## config.mk

```make
export PLATFORM = sky130hd
export DESIGN_NAME = twa_div
export DESIGN_NICKNAME = d
export VERILOG_FILES = /design/src/rtl/twa_pkg.sv /design/src/rtl/twa_div.sv
export SDC_FILE = /design/constraint.sdc
export NUM_CORES = 1
export LEC_CHECK = 0
export ABC_AREA = 1
export BUFFER_PORTS_ARGS = -buffer_cell sky130_fd_sc_hd__buf_2
export CORE_MARGIN = 1
export CORE_UTILIZATION = 50
export CTS_CLUSTER_DIAMETER = 60
export CTS_CLUSTER_SIZE = 8
export DETAILED_ROUTE_END_ITERATION = 10
export PLACE_DENSITY_LB_ADDON = 0.08
export SLEW_MARGIN = 20
export SYNTH_ARGS = -nofsm -noshare
export SYNTH_HDL_FRONTEND = slang
export SYNTH_SLANG_ARGS = --single-unit
```

## constraint.sdc

```tcl
create_clock -name aclk -period 2.9 [get_ports aclk]
set_clock_uncertainty 0.1 [all_clocks]
set_input_delay 0.145 -clock aclk [delete_from_list [all_inputs] [get_ports aclk]]
set_output_delay 0.145 -clock aclk [all_outputs]
set_load 0.01 [all_outputs]
```

## src/rtl/twa_pkg.sv

```systemverilog
// Shared constants and types for the threshold window average filter.
`default_nettype none
package twa_pkg;

    localparam int TWA_MAX_WIDTH  = 1024;
    localparam int TWA_MAX_HEIGHT = 1024;
    localparam int TWA_MAX_RADIUS = 3;

    localparam int CFG_IDX_W = 2;
    localparam int CFG_DATA_W = 11;

    // Configuration register indexes
    typedef enum logic [CFG_IDX_W-1:0] {
        CFG_IMG_WIDTH  = 2'd0,
        CFG_IMG_HEIGHT = 2'd1,
        CFG_RADIUS     = 2'd2,
        CFG_THRESHOLD  = 2'd3
    } cfg_idx_t;

    // Input beat kinds
    typedef enum logic {
        REQ_PIXEL = 1'b0,
        REQ_FLUSH = 1'b1
    } req_type_t;

    // Sequencer states
    typedef enum logic [2:0] {
        ST_IDLE,
        ST_CHECK,
        ST_CWAIT,
        ST_SCAN,
        ST_DIVST,
        ST_DIV,
        ST_OUT
    } twa_state_t;

    // Divider handshake
    typedef struct packed {
        logic start;
    } div_ctl_t;

endpackage
`default_nettype wire

```

## src/rtl/twa_div.sv

```systemverilog
// Restoring divider, one quotient bit per cycle.
`default_nettype none
module twa_div #(
    parameter int SUMW = 14,
    parameter int CNTW = 6
) (
    input  wire logic            aclk,
    input  wire logic            aresetn,
    input  twa_pkg::div_ctl_t    ctl,
    input  wire logic [SUMW-1:0] dividend,
    input  wire logic [CNTW-1:0] divisor,
    output logic                 done,
    output logic [7:0]           quotient
);
    import twa_pkg::*;

    localparam int ITW = $clog2(SUMW + 1);

    logic [SUMW-1:0] q_reg;
    logic [CNTW-1:0] rem_reg;
    logic [CNTW-1:0] dvs_reg;
    logic [ITW-1:0]  it_reg;
    logic            busy_reg;
    logic            done_reg;
    logic [CNTW:0]   rem_sh;
    logic            qbit;

    // Trial subtract
    always_comb begin
        rem_sh = {rem_reg, q_reg[SUMW-1]};
        qbit   = (rem_sh >= {1'b0, dvs_reg});
    end

    always_ff @(posedge aclk) begin
        if (!aresetn) begin
            busy_reg <= 1'b0;
            done_reg <= 1'b0;
            it_reg   <= '0;
        end else begin
            done_reg <= 1'b0;
            if (ctl.start) begin
                busy_reg <= 1'b1;
                it_reg   <= ITW'(SUMW);
            end else if (busy_reg) begin
                it_reg <= it_reg - 1'b1;
                if (it_reg == ITW'(1)) begin
                    busy_reg <= 1'b0;
                    done_reg <= 1'b1;
                end
            end
        end
    end

    // Datapath
    always_ff @(posedge aclk) begin
        if (ctl.start) begin
            q_reg   <= dividend;
            rem_reg <= '0;
            dvs_reg <= divisor;
        end else if (busy_reg) begin
            q_reg   <= {q_reg[SUMW-2:0], qbit};
            rem_reg <= qbit ? CNTW'(rem_sh - {1'b0, dvs_reg}) : rem_sh[CNTW-1:0];
        end
    end

    assign done     = done_reg;
    assign quotient = q_reg[7:0];
endmodule
`default_nettype wire

```

==> impl_metrics.xml <==
<?xml version="1.0" encoding="UTF-8"?>
<metrics>
  <group name="synthesis">
    <metric name="synth.lib_cells_used.distinct" unit="">26</metric>
    <metric name="avgSynthCellArea" unit="um2">8.53</metric>
    <metric name="synth-warning-count" unit="">0</metric>
    <metric name="synth.cell_area" unit="um2">1770</metric>
    <metric name="postSynthRegisterBits" unit="">32</metric>
    <metric name="synth-seq-area-share" unit="">0.474</metric>
    <metric name="syn_nets" unit="">241</metric>
    <metric name="post_synth_inst_count" unit="">208</metric>
  </group>
  <group name="placement">
    <metric name="post-dp-hpwl" unit="um">2400</metric>
    <metric name="dp_cells" unit="">274</metric>
    <metric name="count_of_port_buffers_added_during_placement" unit="">31</metric>
    <metric name="place.gp.congestion" unit="">0.836</metric>
  </group>
  <group name="global_route">
    <metric name="sum_of_overflow_across_all_layers_after_global_routing" unit="">0</metric>
    <metric name="grt_antenna_before_repair" unit="">0</metric>
    <metric name="busiest_layer" unit="">met2</metric>
    <metric name="grt_first_pass_wirelength" unit="um">5600</metric>
    <metric name="met3_grt_util" unit="">0.0546</metric>
    <metric name="grt_max_degree" unit="">28</metric>
    <metric name="vias_in_the_first_global_route" unit="">1337</metric>
    <metric name="grt_use_total" unit="">0.205</metric>
    <metric name="grt_util_met1" unit="">0.263</metric>
    <metric name="grtUsageMet2" unit="">0.330</metric>
  </group>
  <group name="cts">
    <metric name="cts_inserted_buffers" unit="">5</metric>
    <metric name="tritoncts" unit="">built</metric>
    <metric name="numClockSinks" unit="">32</metric>
    <metric name="insertion_delay" unit="ns">0.33</metric>
    <metric name="ctsHtreeMaxLevel" unit="">2</metric>
    <metric name="path_clk_slew" unit="ns">0.10</metric>
    <metric name="clk_path_buf_depth" unit="">2</metric>
    <metric name="cts_post_setup_buffers_inserted" unit="">0</metric>
    <metric name="ctsRootBufferMaster" unit="">sky130_fd_sc_hd__clkbuf_4</metric>
  </group>
  <group name="final_layout">
    <metric name="diodes" unit="">0</metric>
    <metric name="post_route_cells_drive_above_1_share" unit="">0.202</metric>
    <metric name="fillerInstances" unit="">324</metric>
    <metric name="final_layout_net_count" unit="">289</metric>
    <metric name="postLayoutCoreUtil" unit="">0.648</metric>
    <metric name="synthToLayoutAreaGrowth" unit="%">22.9</metric>
    <metric name="multi_input_area" unit="um2">746</metric>
    <metric name="final_cells" unit="">303</metric>
    <metric name="sequential_cell_area" unit="um2">841</metric>
    <metric name="largest_reg_flops" unit="">14</metric>
  </group>
  <group name="worst_setup_path">
    <metric name="timing.setup.critical_path_class" unit="">flip-flop to flip-flop</metric>
    <metric name="endpoint_arrival_time_on_the_critical_path" unit="ns">1.78</metric>
    <metric name="crit_fanout" unit="">7</metric>
    <metric name="setup.worst_path.start_class" unit="">flip-flop</metric>
    <metric name="critPathCaptureType" unit="">flip-flop</metric>
    <metric name="worst_path_largest_cell_delay" unit="ns">0.37</metric>
    <metric name="cp_common_cell" unit="">sky130_fd_sc_hd__nand2_1</metric>
    <metric name="worst-r2r-setup-slack" unit="ns">1.11</metric>
    <metric name="crit_required" unit="ns">2.89</metric>
    <metric name="slowest_stage" unit="">sky130_fd_sc_hd__edfxtp_1</metric>
    <metric name="critical_path.cell_chain" unit="">inv_1 -&gt; ha_1 -&gt; nand2_1 -&gt; nand2_1 -&gt; a21oi_4 -&gt; nand3_4 -&gt; nand2_1 -&gt; nand2_1</metric>
  </group>
  <group name="die">
    <metric name="die_h" unit="um">61.6</metric>
    <metric name="fp.dieW" unit="um">61.6</metric>
    <metric name="die-area" unit="um2">3790</metric>
    <metric name="placement_rows" unit="">21</metric>
    <metric name="start_util" unit="">0.528</metric>
    <metric name="core-area" unit="um2">3360</metric>
    <metric name="floorplan.io_pins" unit="">32</metric>
  </group>
  <group name="drt">
    <metric name="wire_per_inst" unit="um">11.5</metric>
    <metric name="dr.pass1.iters" unit="">4</metric>
    <metric name="drc" unit="">0</metric>
    <metric name="dr_total_vias" unit="">1452</metric>
    <metric name="detailedRoute.firstIterationViolations" unit="">43</metric>
    <metric name="post_drt_via_cell_ratio" unit="">4.79</metric>
    <metric name="finalWirelength" unit="um">3470</metric>
    <metric name="antenna_violating_nets_post_route" unit="">0</metric>
  </group>
  <group name="pwr">
    <metric name="cellLeakagePower" unit="nW">1.07</metric>
    <metric name="power_density" unit="nW/um2">491</metric>
    <metric name="worst_ir_drop_vdd" unit="V">0.000322</metric>
  </group>
  <group name="flow_run">
    <metric name="maxCapViolations" unit="">0</metric>
  </group>
  <group name="sta">
    <metric name="grt_setup_unrepaired" unit="">false</metric>
    <metric name="max_clock_freq" unit="GHz">0.559</metric>
    <metric name="finalMaxSlewViolations" unit="">0</metric>
    <metric name="final.setup.tns" unit="ns">0</metric>
    <metric name="fin_hold_ws" unit="ns">0.224</metric>
    <metric name="finalSetupViolCount" unit="">0</metric>
    <metric name="final_min_period_over_clock_period" unit="">0.616</metric>
    <metric name="slew_headroom" unit="">0.615</metric>
    <metric name="hold_viol_final" unit="">0</metric>
    <metric name="period_minus_slack" unit="ns">1.79</metric>
    <metric name="worst-slew-pin-transition" unit="ns">0.575</metric>
  </group>
  <group name="outcome">
    <metric name="outcome" unit="">complete, no violations</metric>
  </group>
  <group name="worst_hold_path">
    <metric name="min_path_type" unit="">primary input to flip-flop</metric>
  </group>
</metrics>
report_power, final:
| part | internal, mW | switching, mW | leakage [nW] |
|---|---|---|---|
| Clock | 0.120 | 0.142 | 0.0326 |
| Combinational | 0.107 | 0.150 | 0.739 |
| Sequential | 0.530 | 0.0214 | 0.301 |
| Total | 0.756 | 0.313 | 1.07 |
area by class of cell:
type                            instances  area share
Inverter                               30      0.0516
Multi-Input combinational cell        135       0.342
Tap cell                               46      0.0264
Clock buffer                            8      0.0270
Sequential cell                        32       0.386
Timing Repair Buffer                   52       0.168
routing by layer:
layer  vias to the layer above  wire length [um]  share of wire
li1                        761                 -              -
met1                       652              1590           0.46
met2                        30              1680           0.49
met3                         9               129          0.037
met4                         0                65          0.019
met5                         -                 0              0
critical path: cells and delay by family (launching register included):
kind / cells / cell delay (ns)
AO/OA/AOI/OAI: 1 / 0.26
adder cells (fa/ha/maj): 1 / 0.26
buffers and inverters: 1 / 0.07
flip-flops: 1 / 0.37
AND/OR/NAND/NOR: 5 / 0.49
placed cells by master, fill, tap and decap left out, drive strengths merged, types with 2 or more instances in the layout:
cell type and count:
inv 30, nand4 9, buf 31, clkbuf 8
xor2 2, dfxtp 12, nand3 13, a21oi 3
ha 9, nor2 10, edfxtp 20, dlygate4sd3 21
nand2 81
synthesized netlist by cell type (all sizes together):
library cell | instances | area share
a211oi | 1 | 0.0042
a21oi | 3 | 0.015
a221oi | 1 | 0.0049
buf | 11 | 0.042
dfxtp | 12 | 0.14
edfxtp | 20 | 0.34
fa | 1 | 0.011
ha | 9 | 0.063
inv | 30 | 0.063
nand2 | 81 | 0.17
nand3 | 13 | 0.056
nand3b | 1 | 0.0042
nand4 | 9 | 0.032
nor2 | 10 | 0.030
nor4 | 1 | 0.0035
o211ai | 1 | 0.0042
o21ai | 1 | 0.0028
or2 | 1 | 0.0049
xor2 | 2 | 0.0099
metrics by stage:
step	setup slack (ns)	total power [mW]	area, um2
after floorplan	1.31	0.743	1770
after global placement	1.16	0.786	1910
after detailed placement	1.13	0.794	1910
after CTS	1.13	1.08	2180
after global routing	1.01	1.13	2180
final	1.11	1.07	2180
logic make-up (layout without fill, tap and decap cells):
family / Yosys count / in the layout / share of synthesized area
AND/OR/NAND/NOR: 116 / 116 / 0.305
buffers and inverters: 41 / 90 / 0.106
flip-flops: 32 / 32 / 0.474
adder cells (fa/ha/maj): 10 / 10 / 0.0748
AO/OA/AOI/OAI: 7 / 7 / 0.0310
XOR/XNOR: 2 / 2 / 0.00987
worst paths after layout:
path / startpoint / endpoint / cells past startpoint
max: dvs_reg[4] / q_reg[0] / 8
min: ctl / dvs_reg[3] / 1
max reg2reg: dvs_reg[4] / q_reg[0] / 8
min reg2reg: rem_reg[3] / rem_reg[3] / 2
repair_timing:
item | CTS | global route
hold endpoints to repair | 22 | 0
hold buffers | 21 | 0
gates resized for setup | 0 | 0
Note: power is estimated with default switching activity, not from simulation.
