### config.mk
export PLATFORM = sky130hd
export DESIGN_NAME = twa_ctrl
export DESIGN_NICKNAME = d
export VERILOG_FILES = /design/src/rtl/twa_pkg.sv /design/src/rtl/twa_ctrl.sv
export SDC_FILE = /design/constraint.sdc
export NUM_CORES = 1
export LEC_CHECK = 0
export BUFFER_PORTS_ARGS = -buffer_cell sky130_fd_sc_hd__buf_2
export CAP_MARGIN = 20
export CELL_PAD_IN_SITES_DETAIL_PLACEMENT = 1
export CELL_PAD_IN_SITES_GLOBAL_PLACEMENT = 1
export CORE_MARGIN = 4
export CORE_UTILIZATION = 25
export DETAILED_ROUTE_END_ITERATION = 12
export HOLD_SLACK_MARGIN = 0.12
export PLACE_DENSITY_LB_ADDON = 0.3
export SYNTH_ARGS = -nofsm -noshare
export SYNTH_HDL_FRONTEND = slang
export SYNTH_SLANG_ARGS = --single-unit
### constraint.sdc
create_clock -name aclk -period 6.1 [get_ports aclk]
set_input_delay 0.305 -clock aclk [delete_from_list [all_inputs] [get_ports aclk]]
set_output_delay 0.305 -clock aclk [all_outputs]
set_load 0.01 [all_outputs]
### src/rtl/twa_pkg.sv
// Shared constants and types for the threshold window average filter.
`default_nettype none
package twa_pkg;

    localparam int TWA_MAX_WIDTH  = 1024;
    localparam int TWA_MAX_HEIGHT = 1024;
    localparam int TWA_MAX_RADIUS = 3;

    localparam int CFG_IDX_W = 2;
    localparam int CFG_DATA_W = 11;

    // Configuration register indexes
    typedef enum logic [CFG_IDX_W-1:0] {
        CFG_IMG_WIDTH  = 2'd0,
        CFG_IMG_HEIGHT = 2'd1,
        CFG_RADIUS     = 2'd2,
        CFG_THRESHOLD  = 2'd3
    } cfg_idx_t;

    // Input beat kinds
    typedef enum logic {
        REQ_PIXEL = 1'b0,
        REQ_FLUSH = 1'b1
    } req_type_t;

    // Sequencer states
    typedef enum logic [2:0] {
        ST_IDLE,
        ST_CHECK,
        ST_CWAIT,
        ST_SCAN,
        ST_DIVST,
        ST_DIV,
        ST_OUT
    } twa_state_t;

    // Divider handshake
    typedef struct packed {
        logic start;
    } div_ctl_t;

endpackage
`default_nettype wire

### src/rtl/twa_ctrl.sv
// Sequencer: raster counters, window scan over the line store, accumulation.
`default_nettype none
module twa_ctrl #(
    parameter int MAX_WIDTH  = twa_pkg::TWA_MAX_WIDTH,
    parameter int MAX_HEIGHT = twa_pkg::TWA_MAX_HEIGHT,
    parameter int MAX_RADIUS = twa_pkg::TWA_MAX_RADIUS,
    parameter int XW   = $clog2(MAX_WIDTH + 1),
    parameter int YW   = $clog2(MAX_HEIGHT + 1),
    parameter int RADW = $clog2(MAX_RADIUS + 1),
    parameter int AW   = $clog2(2 * MAX_RADIUS + 2) + $clog2(MAX_WIDTH),
    parameter int SUMW = $clog2((2 * MAX_RADIUS + 1) * (2 * MAX_RADIUS + 1) * 255 + 1),
    parameter int CNTW = $clog2((2 * MAX_RADIUS + 1) * (2 * MAX_RADIUS + 1) + 1)
) (
    input  wire logic            aclk,
    input  wire logic            aresetn,
    input  wire logic [XW-1:0]   eff_w,
    input  wire logic [YW-1:0]   eff_h,
    input  wire logic [RADW-1:0] eff_r,
    input  wire logic [7:0]      thr,
    input  wire logic            geo_restart,
    input  wire logic            s_valid,
    output logic                 s_ready,
    input  wire logic            s_req,
    input  wire logic [7:0]      s_pix,
    output logic                 mem_we,
    output logic [AW-1:0]        mem_waddr,
    output logic [7:0]           mem_wdata,
    output logic                 mem_re,
    output logic [AW-1:0]        mem_raddr,
    input  wire logic [7:0]      mem_rdata,
    output twa_pkg::div_ctl_t    div_ctl,
    output logic [SUMW-1:0]      div_dividend,
    output logic [CNTW-1:0]      div_divisor,
    input  wire logic            div_done,
    input  wire logic [7:0]      div_quot,
    input  wire logic            o_free,
    output logic                 o_load,
    output logic [7:0]           o_data,
    output logic                 o_last
);
    import twa_pkg::*;

    localparam int CAW = $clog2(MAX_WIDTH);
    localparam int SW  = AW - CAW;
    localparam int DW  = RADW + 1;

    twa_state_t state_reg, state_next;

    logic [YW-1:0] in_row_reg, out_row_reg, cr_reg;
    logic [XW-1:0] in_col_reg, out_col_reg, cc_reg;
    logic          fe_reg;
    logic [DW-1:0] dy_reg, dx_reg;
    logic          all_iss_reg;
    logic [7:0]    centre_reg;
    logic [SUMW-1:0] sum_reg;
    logic [CNTW-1:0] cnt_reg;

    logic accept, is_pix, frame_done;
    logic [YW-1:0] wr_row, row_inc;
    logic [XW-1:0] wr_col, col_inc;
    logic [YW:0]   need_row_s;
    logic [XW:0]   need_col_s;
    logic [YW-1:0] need_row;
    logic [XW-1:0] need_col;
    logic          ready_out;
    logic [DW-1:0] two_r;
    logic signed [YW+1:0] ys, hs;
    logic signed [XW+1:0] xs, ws;
    logic [YW-1:0] ry;
    logic [XW-1:0] rx;
    logic [7:0]    diff;
    logic          take;
    logic          issue, capture, acc;

    assign accept = s_valid && s_ready;
    assign is_pix = (req_type_t'(s_req) == REQ_PIXEL);
    assign frame_done = (in_row_reg >= eff_h);

    // Write position of an incoming pixel, restarting after a complete frame
    always_comb begin
        wr_row  = frame_done ? '0 : in_row_reg;
        wr_col  = frame_done ? '0 : in_col_reg;
        col_inc = wr_col + 1'b1;
        row_inc = wr_row + 1'b1;
    end

    // Readiness of the next output: its clamped window has fully arrived
    always_comb begin
        need_row_s = {1'b0, out_row_reg} + (YW+1)'(eff_r);
        need_col_s = {1'b0, out_col_reg} + (XW+1)'(eff_r);
        need_row   = (need_row_s > {1'b0, eff_h - 1'b1}) ? eff_h - 1'b1 : need_row_s[YW-1:0];
        need_col   = (need_col_s > {1'b0, eff_w - 1'b1}) ? eff_w - 1'b1 : need_col_s[XW-1:0];
        ready_out  = (out_row_reg < eff_h) &&
                     ((in_row_reg > need_row) ||
                      ((in_row_reg == need_row) && (in_col_reg > need_col)));
    end

    // Clamped window coordinate for the current scan position
    always_comb begin
        two_r = {eff_r, 1'b0};
        hs = $signed({2'b00, eff_h}) - 1;
        ws = $signed({2'b00, eff_w}) - 1;
        ys = $signed({2'b00, cr_reg}) + $signed((YW+2)'(dy_reg)) - $signed((YW+2)'(eff_r));
        xs = $signed({2'b00, cc_reg}) + $signed((XW+2)'(dx_reg)) - $signed((XW+2)'(eff_r));
        if (ys < 0) begin
            ry = '0;
        end else if (ys > hs) begin
            ry = eff_h - 1'b1;
        end else begin
            ry = ys[YW-1:0];
        end
        if (xs < 0) begin
            rx = '0;
        end else if (xs > ws) begin
            rx = eff_w - 1'b1;
        end else begin
            rx = xs[XW-1:0];
        end
    end

    // Threshold test on the returning read
    always_comb begin
        diff = (mem_rdata > centre_reg) ? mem_rdata - centre_reg : centre_reg - mem_rdata;
        take = (diff <= thr);
    end

    // Next state
    always_comb begin
        state_next = state_reg;
        case (state_reg)
            ST_IDLE:  if (accept) state_next = ST_CHECK;
            ST_CHECK: state_next = ready_out ? ST_CWAIT : ST_IDLE;
            ST_CWAIT: state_next = ST_SCAN;
            ST_SCAN:  if (all_iss_reg) state_next = ST_DIVST;
            ST_DIVST: state_next = ST_DIV;
            ST_DIV:   if (div_done) state_next = ST_OUT;
            ST_OUT:   if (o_free) state_next = ST_IDLE;
            default:  state_next = ST_IDLE;
        endcase
    end

    // Outputs and strobes
    always_comb begin
        s_ready       = 1'b0;
        mem_re        = 1'b0;
        mem_raddr     = {ry[SW-1:0], rx[CAW-1:0]};
        issue         = 1'b0;
        capture       = 1'b0;
        acc           = 1'b0;
        div_ctl.start = 1'b0;
        o_load        = 1'b0;
        case (state_reg)
            ST_IDLE:  s_ready = 1'b1;
            ST_CHECK: begin
                mem_re    = ready_out;
                mem_raddr = {out_row_reg[SW-1:0], out_col_reg[CAW-1:0]};
            end
            ST_CWAIT: begin
                mem_re  = 1'b1;
                issue   = 1'b1;
                capture = 1'b1;
            end
            ST_SCAN: begin
                acc    = 1'b1;
                mem_re = !all_iss_reg;
                issue  = !all_iss_reg;
            end
            ST_DIVST: div_ctl.start = 1'b1;
            ST_OUT:   o_load = o_free;
            default: ;
        endcase
    end

    assign mem_we    = accept && is_pix;
    assign mem_waddr = {wr_row[SW-1:0], wr_col[CAW-1:0]};
    assign mem_wdata = s_pix;

    always_ff @(posedge aclk) begin
        if (!aresetn) begin
            state_reg <= ST_IDLE;
        end else begin
            state_reg <= state_next;
        end
    end

    // Raster counters
    always_ff @(posedge aclk) begin
        if (!aresetn || geo_restart) begin
            in_row_reg  <= '0;
            in_col_reg  <= '0;
            out_row_reg <= '0;
            out_col_reg <= '0;
        end else begin
            if (mem_we) begin
                if (frame_done) begin
                    out_row_reg <= '0;
                    out_col_reg <= '0;
                end
                if (col_inc >= eff_w) begin
                    in_col_reg <= '0;
                    in_row_reg <= row_inc;
                end else begin
                    in_col_reg <= col_inc;
                    in_row_reg <= wr_row;
                end
            end
            if (state_reg == ST_CHECK && ready_out) begin
                if (out_col_reg + 1'b1 >= eff_w) begin
                    out_col_reg <= '0;
                    out_row_reg <= out_row_reg + 1'b1;
                end else begin
                    out_col_reg <= out_col_reg + 1'b1;
                end
            end
        end
    end

    // Window scan datapath
    always_ff @(posedge aclk) begin
        if (state_reg == ST_CHECK) begin
            cr_reg      <= out_row_reg;
            cc_reg      <= out_col_reg;
            fe_reg      <= (out_row_reg == eff_h - 1'b1) && (out_col_reg == eff_w - 1'b1);
            dy_reg      <= '0;
            dx_reg      <= '0;
            all_iss_reg <= 1'b0;
        end
        if (capture) begin
            centre_reg <= mem_rdata;
            sum_reg    <= '0;
            cnt_reg    <= '0;
        end
        if (issue) begin
            if (dx_reg == two_r) begin
                dx_reg <= '0;
                if (dy_reg == two_r) begin
                    all_iss_reg <= 1'b1;
                end else begin
                    dy_reg <= dy_reg + 1'b1;
                end
            end else begin
                dx_reg <= dx_reg + 1'b1;
            end
        end
        if (acc && take) begin
            sum_reg <= sum_reg + SUMW'(mem_rdata);
            cnt_reg <= cnt_reg + 1'b1;
        end
    end

    assign div_dividend = sum_reg;
    assign div_divisor  = cnt_reg;
    assign o_data       = div_quot;
    assign o_last       = fe_reg;
endmodule
`default_nettype wire
==> metrics, run 1 <==
initial core utilization 25.3%; Die H 223 µm; outcome completed; Pleak ~5.8 nW; Setup TNS 0 ns; number of global-route vias before repair 10660; clock sink count 105; register share of total power 36.0%; H-tree depth 3; Crit Path Max Fanout 10; Critical Path Source Type flip-flop; Worst Path Required between 5 and 6 ns; CP peak stage delay 0.44 ns; Syn Area/Cell 8.42 µm²; GRT Resource Usage Total 14.7%; Fin Hold WS 0.147 ns; Worst Skew 0.0148 ns; Critical Path End Type primary output; Net Sw Frac 37.0%; Routability Congestion ~0.89; Final Hold Fails 0; # DRC 0; share of post-route cells with drive strength above 1 12.8%; min Tclk post-route 5.77 ns; worst reg-to-reg setup slack approximately 0.62 ns; fin. max-slew vios 0; Peak Freq 0.173 GHz; critical-path cell with the highest stage delay fa_1; RSZ-0062 raised after global routing yes; Inserted Clock Buffers 9; Routed wire per std cell 17.8 µm; I/O Buffers just under 100; kind of critical path reg2out; HPWL after DPL a little over 30000 µm; cell count after synthesis about 1400; total die area 49500 µm²; final setup fails 0; Placed Area between 10000 and 15000 µm²; Syn Nets roughly 1600; routed wire length 36800 µm; first-pass GRT wire length a little under 60000 µm; Post-Syn Area 11500 µm²; hold-fix buffers at CTS 0; Yosys cell types between 80 and 90; Die Wd ~220 µm; MaxCap Viol Count 0; Clk Latency, worst-skew pair just under 0.4 ns; Worst Setup Slack, final ~0.33 ns; Longest Clk Path Bufs 2; clock-pin slew on the worst setup and hold paths around 0.080 ns; Via density 4.84; Comb pwr share 34.3%; CTS tree yes; initial antenna violation count 1; VDD IR-drop max 0.000114 V; EDFF count, synth 54; Remaining Overflow, GRT 0; final core occ 28.8%; NetSw 0.000799 W; clock root buffer master clkbuf_16; Core Area 45500 µm²; clock share of power 29.6%; cell repeated most along the worst path ha_1; Slew HR 43.9%; area grow syn2layout 13.7%; via count between 10000 and 15000; critical path cell sequence ha_1, fa_1, nand3_1, nor2_1, xnor2_1, inv_1, ha_1, nand4_1, nor4_4, o32a_1, o31ai_2, buf_4, mux2_1, ha_1, nand4_1, nor4_1, buf_4, o211ai_1, a211o_4, nand2_1, buf_2; 1st-iter DRT viols around 350; final instance area 13100 µm²; Cell Int Power 0.00136 W; Top FF cell, synth edfxtp_1; FFs w/ async S/R, synth 0%; largest net degree at the start of global routing 29; nets 1718; Worst Path Arrival 5.47 ns; slew of the pin with the lowest slew margin 0.840 ns; I/O pins 131; Setup Buffers After CTS 0; DP Worst Slack 0.220 ns; PD cells 165 nW/µm²; Yosys reg bits 105; number of flip-flops in the largest register 14; row count 78; hold crit path type in2reg; sequential area share after synthesis 23.0%; Final Cycle Share 94.6%; YS warnings 0; post-route ant nets 0; Pre-antenna DRT Iters 4
## routing by layer
metal	vias to the layer above	GRT usage, %	wire length [µm]
li1	5032	-	-
met1	4809	19.9	18000
met2	140	24.6	17100
met3	20	2.71	1400
met4	2	2.80	335
met5	-	0	13
## layout by cell type (no fill, tap or decap), types with 6 or more instances in the layout
cell,synthesis,final
a211oi_1,10,10
a21o_1,24,24
a21oi_1,77,77
and2_1,8,8
and3_1,8,8
buf_2,9,98
buf_4,19,36
clkbuf_16,0,9
dfxtp_1,51,49
edfxtp_1,54,54
fa_1,9,9
ha_1,186,186
inv_1,155,155
mux2_1,11,11
mux2i_1,38,38
nand2_1,87,86
nand2b_1,10,10
nand3_1,54,54
nand3b_1,6,6
nand4_1,32,32
nor2_1,96,94
nor2b_1,28,28
nor3_1,22,22
nor4_1,10,9
o211ai_1,19,19
o21a_1,25,25
o21ai_0,26,25
o21ai_1,41,41
o21bai_1,7,7
o22ai_1,17,16
or2_2,6,6
or3_1,8,8
xnor2_1,81,81
xor2_1,29,29
## critical path, delay by kind of cell (launching register included)
kind	cells	cell delay, ns
adders and majority gates	4	1.30
muxes	1	0.34
and+or+nand+nor	7	1.28
xor gates and xnor gates	1	0.23
AOI/OAI and AO/OA	4	0.89
buffers and inverters	4	0.62
DFF	1	0.40
## area by class of cell
type | instances | area, µm²
clock inverter | 6 | 60.1
sequential | 105 | 2650
fill | 5533 | 32400
antenna | 2 | 5.00
clock buffer | 10 | 239
inverter | 160 | 601
multi-input combinational | 1050 | 8030
timing repair buffer | 134 | 761
tap | 600 | 751
## per-stage QoR
| stage | cells | total power [W] |
|---|---|---|
| 3_3_place_gp | 2048 | 0.00153 |
| 3_5_place_dp | 2048 | 0.00154 |
| 4_1_cts | 2064 | 0.00221 |
| 2_1_floorplan | 1367 | 0.00131 |
| 5_1_grt | 2065 | 0.00232 |
| 6_report | 2067 | 0.00216 |
## synthesized netlist by cell type, drive strengths merged, types with 5 or more instances
cell type / number / area (µm²)
a211oi: 12 / 100
a21o: 24 / 180
a21oi: 77 / 385
a22oi: 5 / 37.5
a31oi: 5 / 31.3
and2: 9 / 56.3
and3: 8 / 50.1
buf: 30 / 203
clkbuf: 22 / 82.6
dfxtp: 51 / 1020
edfxtp: 54 / 1620
fa: 9 / 180
ha: 186 / 2330
inv: 158 / 593
mux2: 12 / 135
mux2i: 38 / 380
nand2: 87 / 327
nand2b: 10 / 62.6
nand3: 54 / 270
nand3b: 6 / 45.0
nand4: 33 / 213
nor2: 97 / 367
nor2b: 28 / 175
nor3: 22 / 110
nor4: 12 / 96.3
o211ai: 20 / 155
o21a: 25 / 188
o21ai: 68 / 344
o21bai: 7 / 52.6
o22ai: 18 / 119
or2: 8 / 50.1
or3: 8 / 50.1
xnor2: 83 / 742
xor2: 29 / 254
## final timing paths
path	from	to	cells past startpoint
worst max-delay path	out_row_reg[0]$_SDFF_PP0_	mem_re	21
worst min-delay path	mem_rdata[0]	centre_reg[0]$_DFFE_PP_	1
worst max register to register	out_row_reg[0]$_SDFF_PP0_	out_row_reg[4]$_SDFF_PP0_	21
worst min register to register	out_col_reg[8]$_SDFFE_PP0P_	cc_reg[8]$_DFFE_PP_	0
## power groups by stage
stage	sequential, W	clock, W	combinational [W]
after CTS	0.000780	0.000678	0.000750
after global placement	0.000795	0	0.000731
after global routing	0.000783	0.000698	0.000836
final	0.000779	0.000641	0.000743
after floorplan	0.000792	0	0.000513
after detailed placement	0.000796	0	0.000744
## logic make-up (layout without fill, tap and decap cells)
group	Yosys count	after routing	synth area share [%]
compound gates	295	295	16.9
xor+xnor	112	112	8.65
fa+ha+maj	196	196	21.9
buf+inv	212	310	7.70
flops	105	105	23.0
mux	50	50	4.48
other cells	0	2	0
simple gates	397	397	17.4
## what timing repair did
item,CTS,global route
gates resized for setup,1,8
endpoints found under the hold margin,0,0
endpoints found under the setup margin,1,12
pin swaps,0,2
(Power assumes the default switching activity.)
==> run 2: changes to the inputs <==
Settings changed: CELL_PAD_IN_SITES_DETAIL_PLACEMENT 1 to 0, CORE_UTILIZATION 25 to 35.
==> run 2 against run 1 <==
Against the previous run:
- combinational power decreased by 2%
- clock skew decreased by 0.0033 ns
- clock power decreased by 4.5%
- global-route usage increased by 3.8 points
- highest routed layer is now met4
==> metrics, run 2 (same netlist as run 1, synthesis figures left out) <==
Final Hold Fails 0 (unchanged); Via density 5.26 (was 4.84); 1st-iter DRT viols 517 (was 353); Core Area 32500 µm² (was 45500 µm²); number of flip-flops in the largest register 14 (unchanged); Worst Skew 0.0115 ns (was 0.0148 ns); WP buf/inv 4 (unchanged); nets 1718 (unchanged); # diodes 0 (was 2); Top delay family on crit path simple AND/OR/NAND/NOR gates (was adder cells); RR Startpoint out_row_reg[1]$_SDFF_PP0_ (was out_row_reg[0]$_SDFF_PP0_); Critical Path Source Type flip-flop (unchanged); PD cells 165 nW/µm² (about the same); Fin Hold WS 0.186 ns (was 0.147 ns); HPWL after DPL 26900 µm (was 30400 µm); Routed wire per std cell 17.5 µm (was 17.8 µm); largest net degree at the start of global routing 27 (was 29); CP peak stage delay 0.48 ns (was 0.44 ns); fin. max-slew vios 0 (unchanged); routed wire length 33300 µm (was 36800 µm); VDD IR-drop max 0.000136 V (was 0.000114 V); Pleak 5.73 nW (was 5.76 nW); clock sink count 105 (unchanged); via count 10026 (was 10003); slew of the pin with the lowest slew margin 0.890 ns (was 0.840 ns); hold-fix buffers at CTS 0 (unchanged); area grow syn2layout 11.8% (was 13.7%); commonest non-fill, non-tap cell in the layout ha_1 (unchanged); MaxCap Viol Count 0 (unchanged); # DRC 0 (unchanged); critical path cell sequence buf_4, fa_1, nand3_1, nor2_1, xnor2_1, inv_1, ha_1, nand4_1, nor4_4, o32a_1, o31ai_2, buf_4, mux2_1, ha_1, nand4_1, nor4_2, o211ai_1, a211o_2, nand2_1, buf_2 (was ha_1, fa_1, nand3_1, nor2_1, xnor2_1, inv_1, ha_1, nand4_1, nor4_4, o32a_1, o31ai_2, buf_4, mux2_1, ha_1, nand4_1, nor4_1, buf_4, o211ai_1, a211o_4, nand2_1, buf_2); initial core utilization 35.5% (was 25.3%); share of post-route cells with drive strength above 1 12.4% (was 12.8%); first-pass GRT wire length 52900 µm (was 58500 µm); final setup fails 0 (unchanged); Register Area 2640 µm² (was 2650 µm²); outcome completed (unchanged); row count 66 (was 78); Critical Path End Type primary output (unchanged); Slew HR 40.6% (was 43.9%); min Tclk post-route 5.77 ns (about the same); kind of critical path reg2out (unchanged); total die area 35800 µm² (was 49500 µm²); initial antenna violation count 0 (was 1); Die H 189 µm (was 223 µm); Hold Path Origin mem_rdata[7] (was mem_rdata[0]); CTS tree yes (unchanged); Final Cycle Share 94.5% (was 94.6%); Crit Path Max Fanout 8 (was 10); Tot Pwr 0.00212 W (was 0.00216 W); I/O pins 131 (unchanged); footprint of the multi-input gates 8010 µm² (was 8030 µm²); Worst Path Required 5.79 ns (about the same); Worst Path Arrival 5.46 ns (was 5.47 ns); H-tree depth 3 (unchanged); worst reg-to-reg setup slack 0.61 ns (was 0.62 ns); clock-pin slew on the worst setup and hold paths 0.08 ns (about the same); Peak Freq 0.173 GHz (about the same); Inserted Clock Buffers 9 (unchanged); Clk Latency, worst-skew pair 0.37 ns (was 0.39 ns); Die Wd 189 µm (was 223 µm); Pre-antenna DRT Iters 5 (was 4); hold crit path type in2reg (unchanged); GRT Resource Usage Total 18.4% (was 14.7%); Remaining Overflow, GRT 0 (unchanged); clock root buffer master clkbuf_16 (unchanged); fillers 3357 (was 5533); Longest Clk Path Bufs 2 (unchanged); I/O Buffers 98 (unchanged); post-route ant nets 0 (unchanged); number of global-route vias before repair 9871 (was 10660); Worst Setup SP out_row_reg[1]$_SDFF_PP0_ (was out_row_reg[0]$_SDFF_PP0_); commonest cells after routing, fill and taps aside ha_1 (186), inv_1 (155), buf_2 (98) (unchanged); Routability Congestion 0.958 (was 0.888); critical-path cell with the highest stage delay a211o_2 (was fa_1)
==> run 2: per-layer routing <==
| metal | vias up | track usage (%) | part of all wire [%] |
|---|---|---|---|
| li1 | 5035 | - | - |
| met4 | 0 | 5.79 | 2.9 |
| met3 | 49 | 2.82 | 4.2 |
| met5 | - | 0 | 0 |
| met1 | 4696 | 25.8 | 49 |
| met2 | 246 | 29.4 | 44 |
==> run 2: per-stage QoR <==
stage	utilization, %	instances	instance area [µm²]	worst slack, ns	setup TNS [ns]
after floorplan	-	1367	11500	1.18	0
after global placement	38.6	1890	12500	0.451	0
final	39.7	1907	12900	0.332	0
after global routing	39.7	1907	12900	-0.0749	-0.0749
after CTS	39.5	1906	12800	0.0953	0
after detailed placement	38.6	1890	12500	0.345	0
==> run 2: timing repair <==
item | in CTS | in global routing
gates resized for setup | 0 | 5
buffers inserted | 0 | 0
endpoints found under the hold margin | 0 | 0
endpoints found under the setup margin | 0 | 11
==> run 2: worst register-to-register path, cell delays in order, from the launching register on <==
cell and delay (ns):
dfxtp_1 0.40, buf_4 0.21, fa_1 0.44, nand3_1 0.18
nor2_1 0.08, xnor2_1 0.18, inv_1 0.06, ha_1 0.29
nand4_1 0.21, nor4_4 0.38, o32a_1 0.22, o31ai_2 0.13
buf_4 0.21, mux2_1 0.32, ha_1 0.33, nand4_1 0.14
nor4_2 0.34, o211ai_1 0.23, a211o_2 0.48, nor4_1 0.36
mux2i_1 0.21
==> run 2: path summary, 6_finish.rpt <==
check                          endpoint  depth (start not counted)
max                              mem_re                         20
min             centre_reg[7]$_DFFE_PP_                          1
max reg2reg  out_row_reg[10]$_SDFF_PP0_                         20
min reg2reg         cc_reg[8]$_DFFE_PP_                          0
==> run 2: power breakdown <==
group	switching [W]	total, W	internal [W]	leakage, nW
Clock	0.000313	0.000612	0.000299	0.144
Sequential	0.0000149	0.000778	0.000763	0.919
Combinational	0.000430	0.000729	0.000299	4.67
Total	0.000758	0.00212	0.00136	5.73
==> run 2: area by class of cell <==
type	count	area share [%]
Sequential cell	105	20.5
Multi-Input combinational cell	1050	62.3
Tap cell	442	4.30
Clock buffer	10	1.86
Inverter	160	4.67
Clock inverter	6	0.476
Timing Repair Buffer	134	5.91
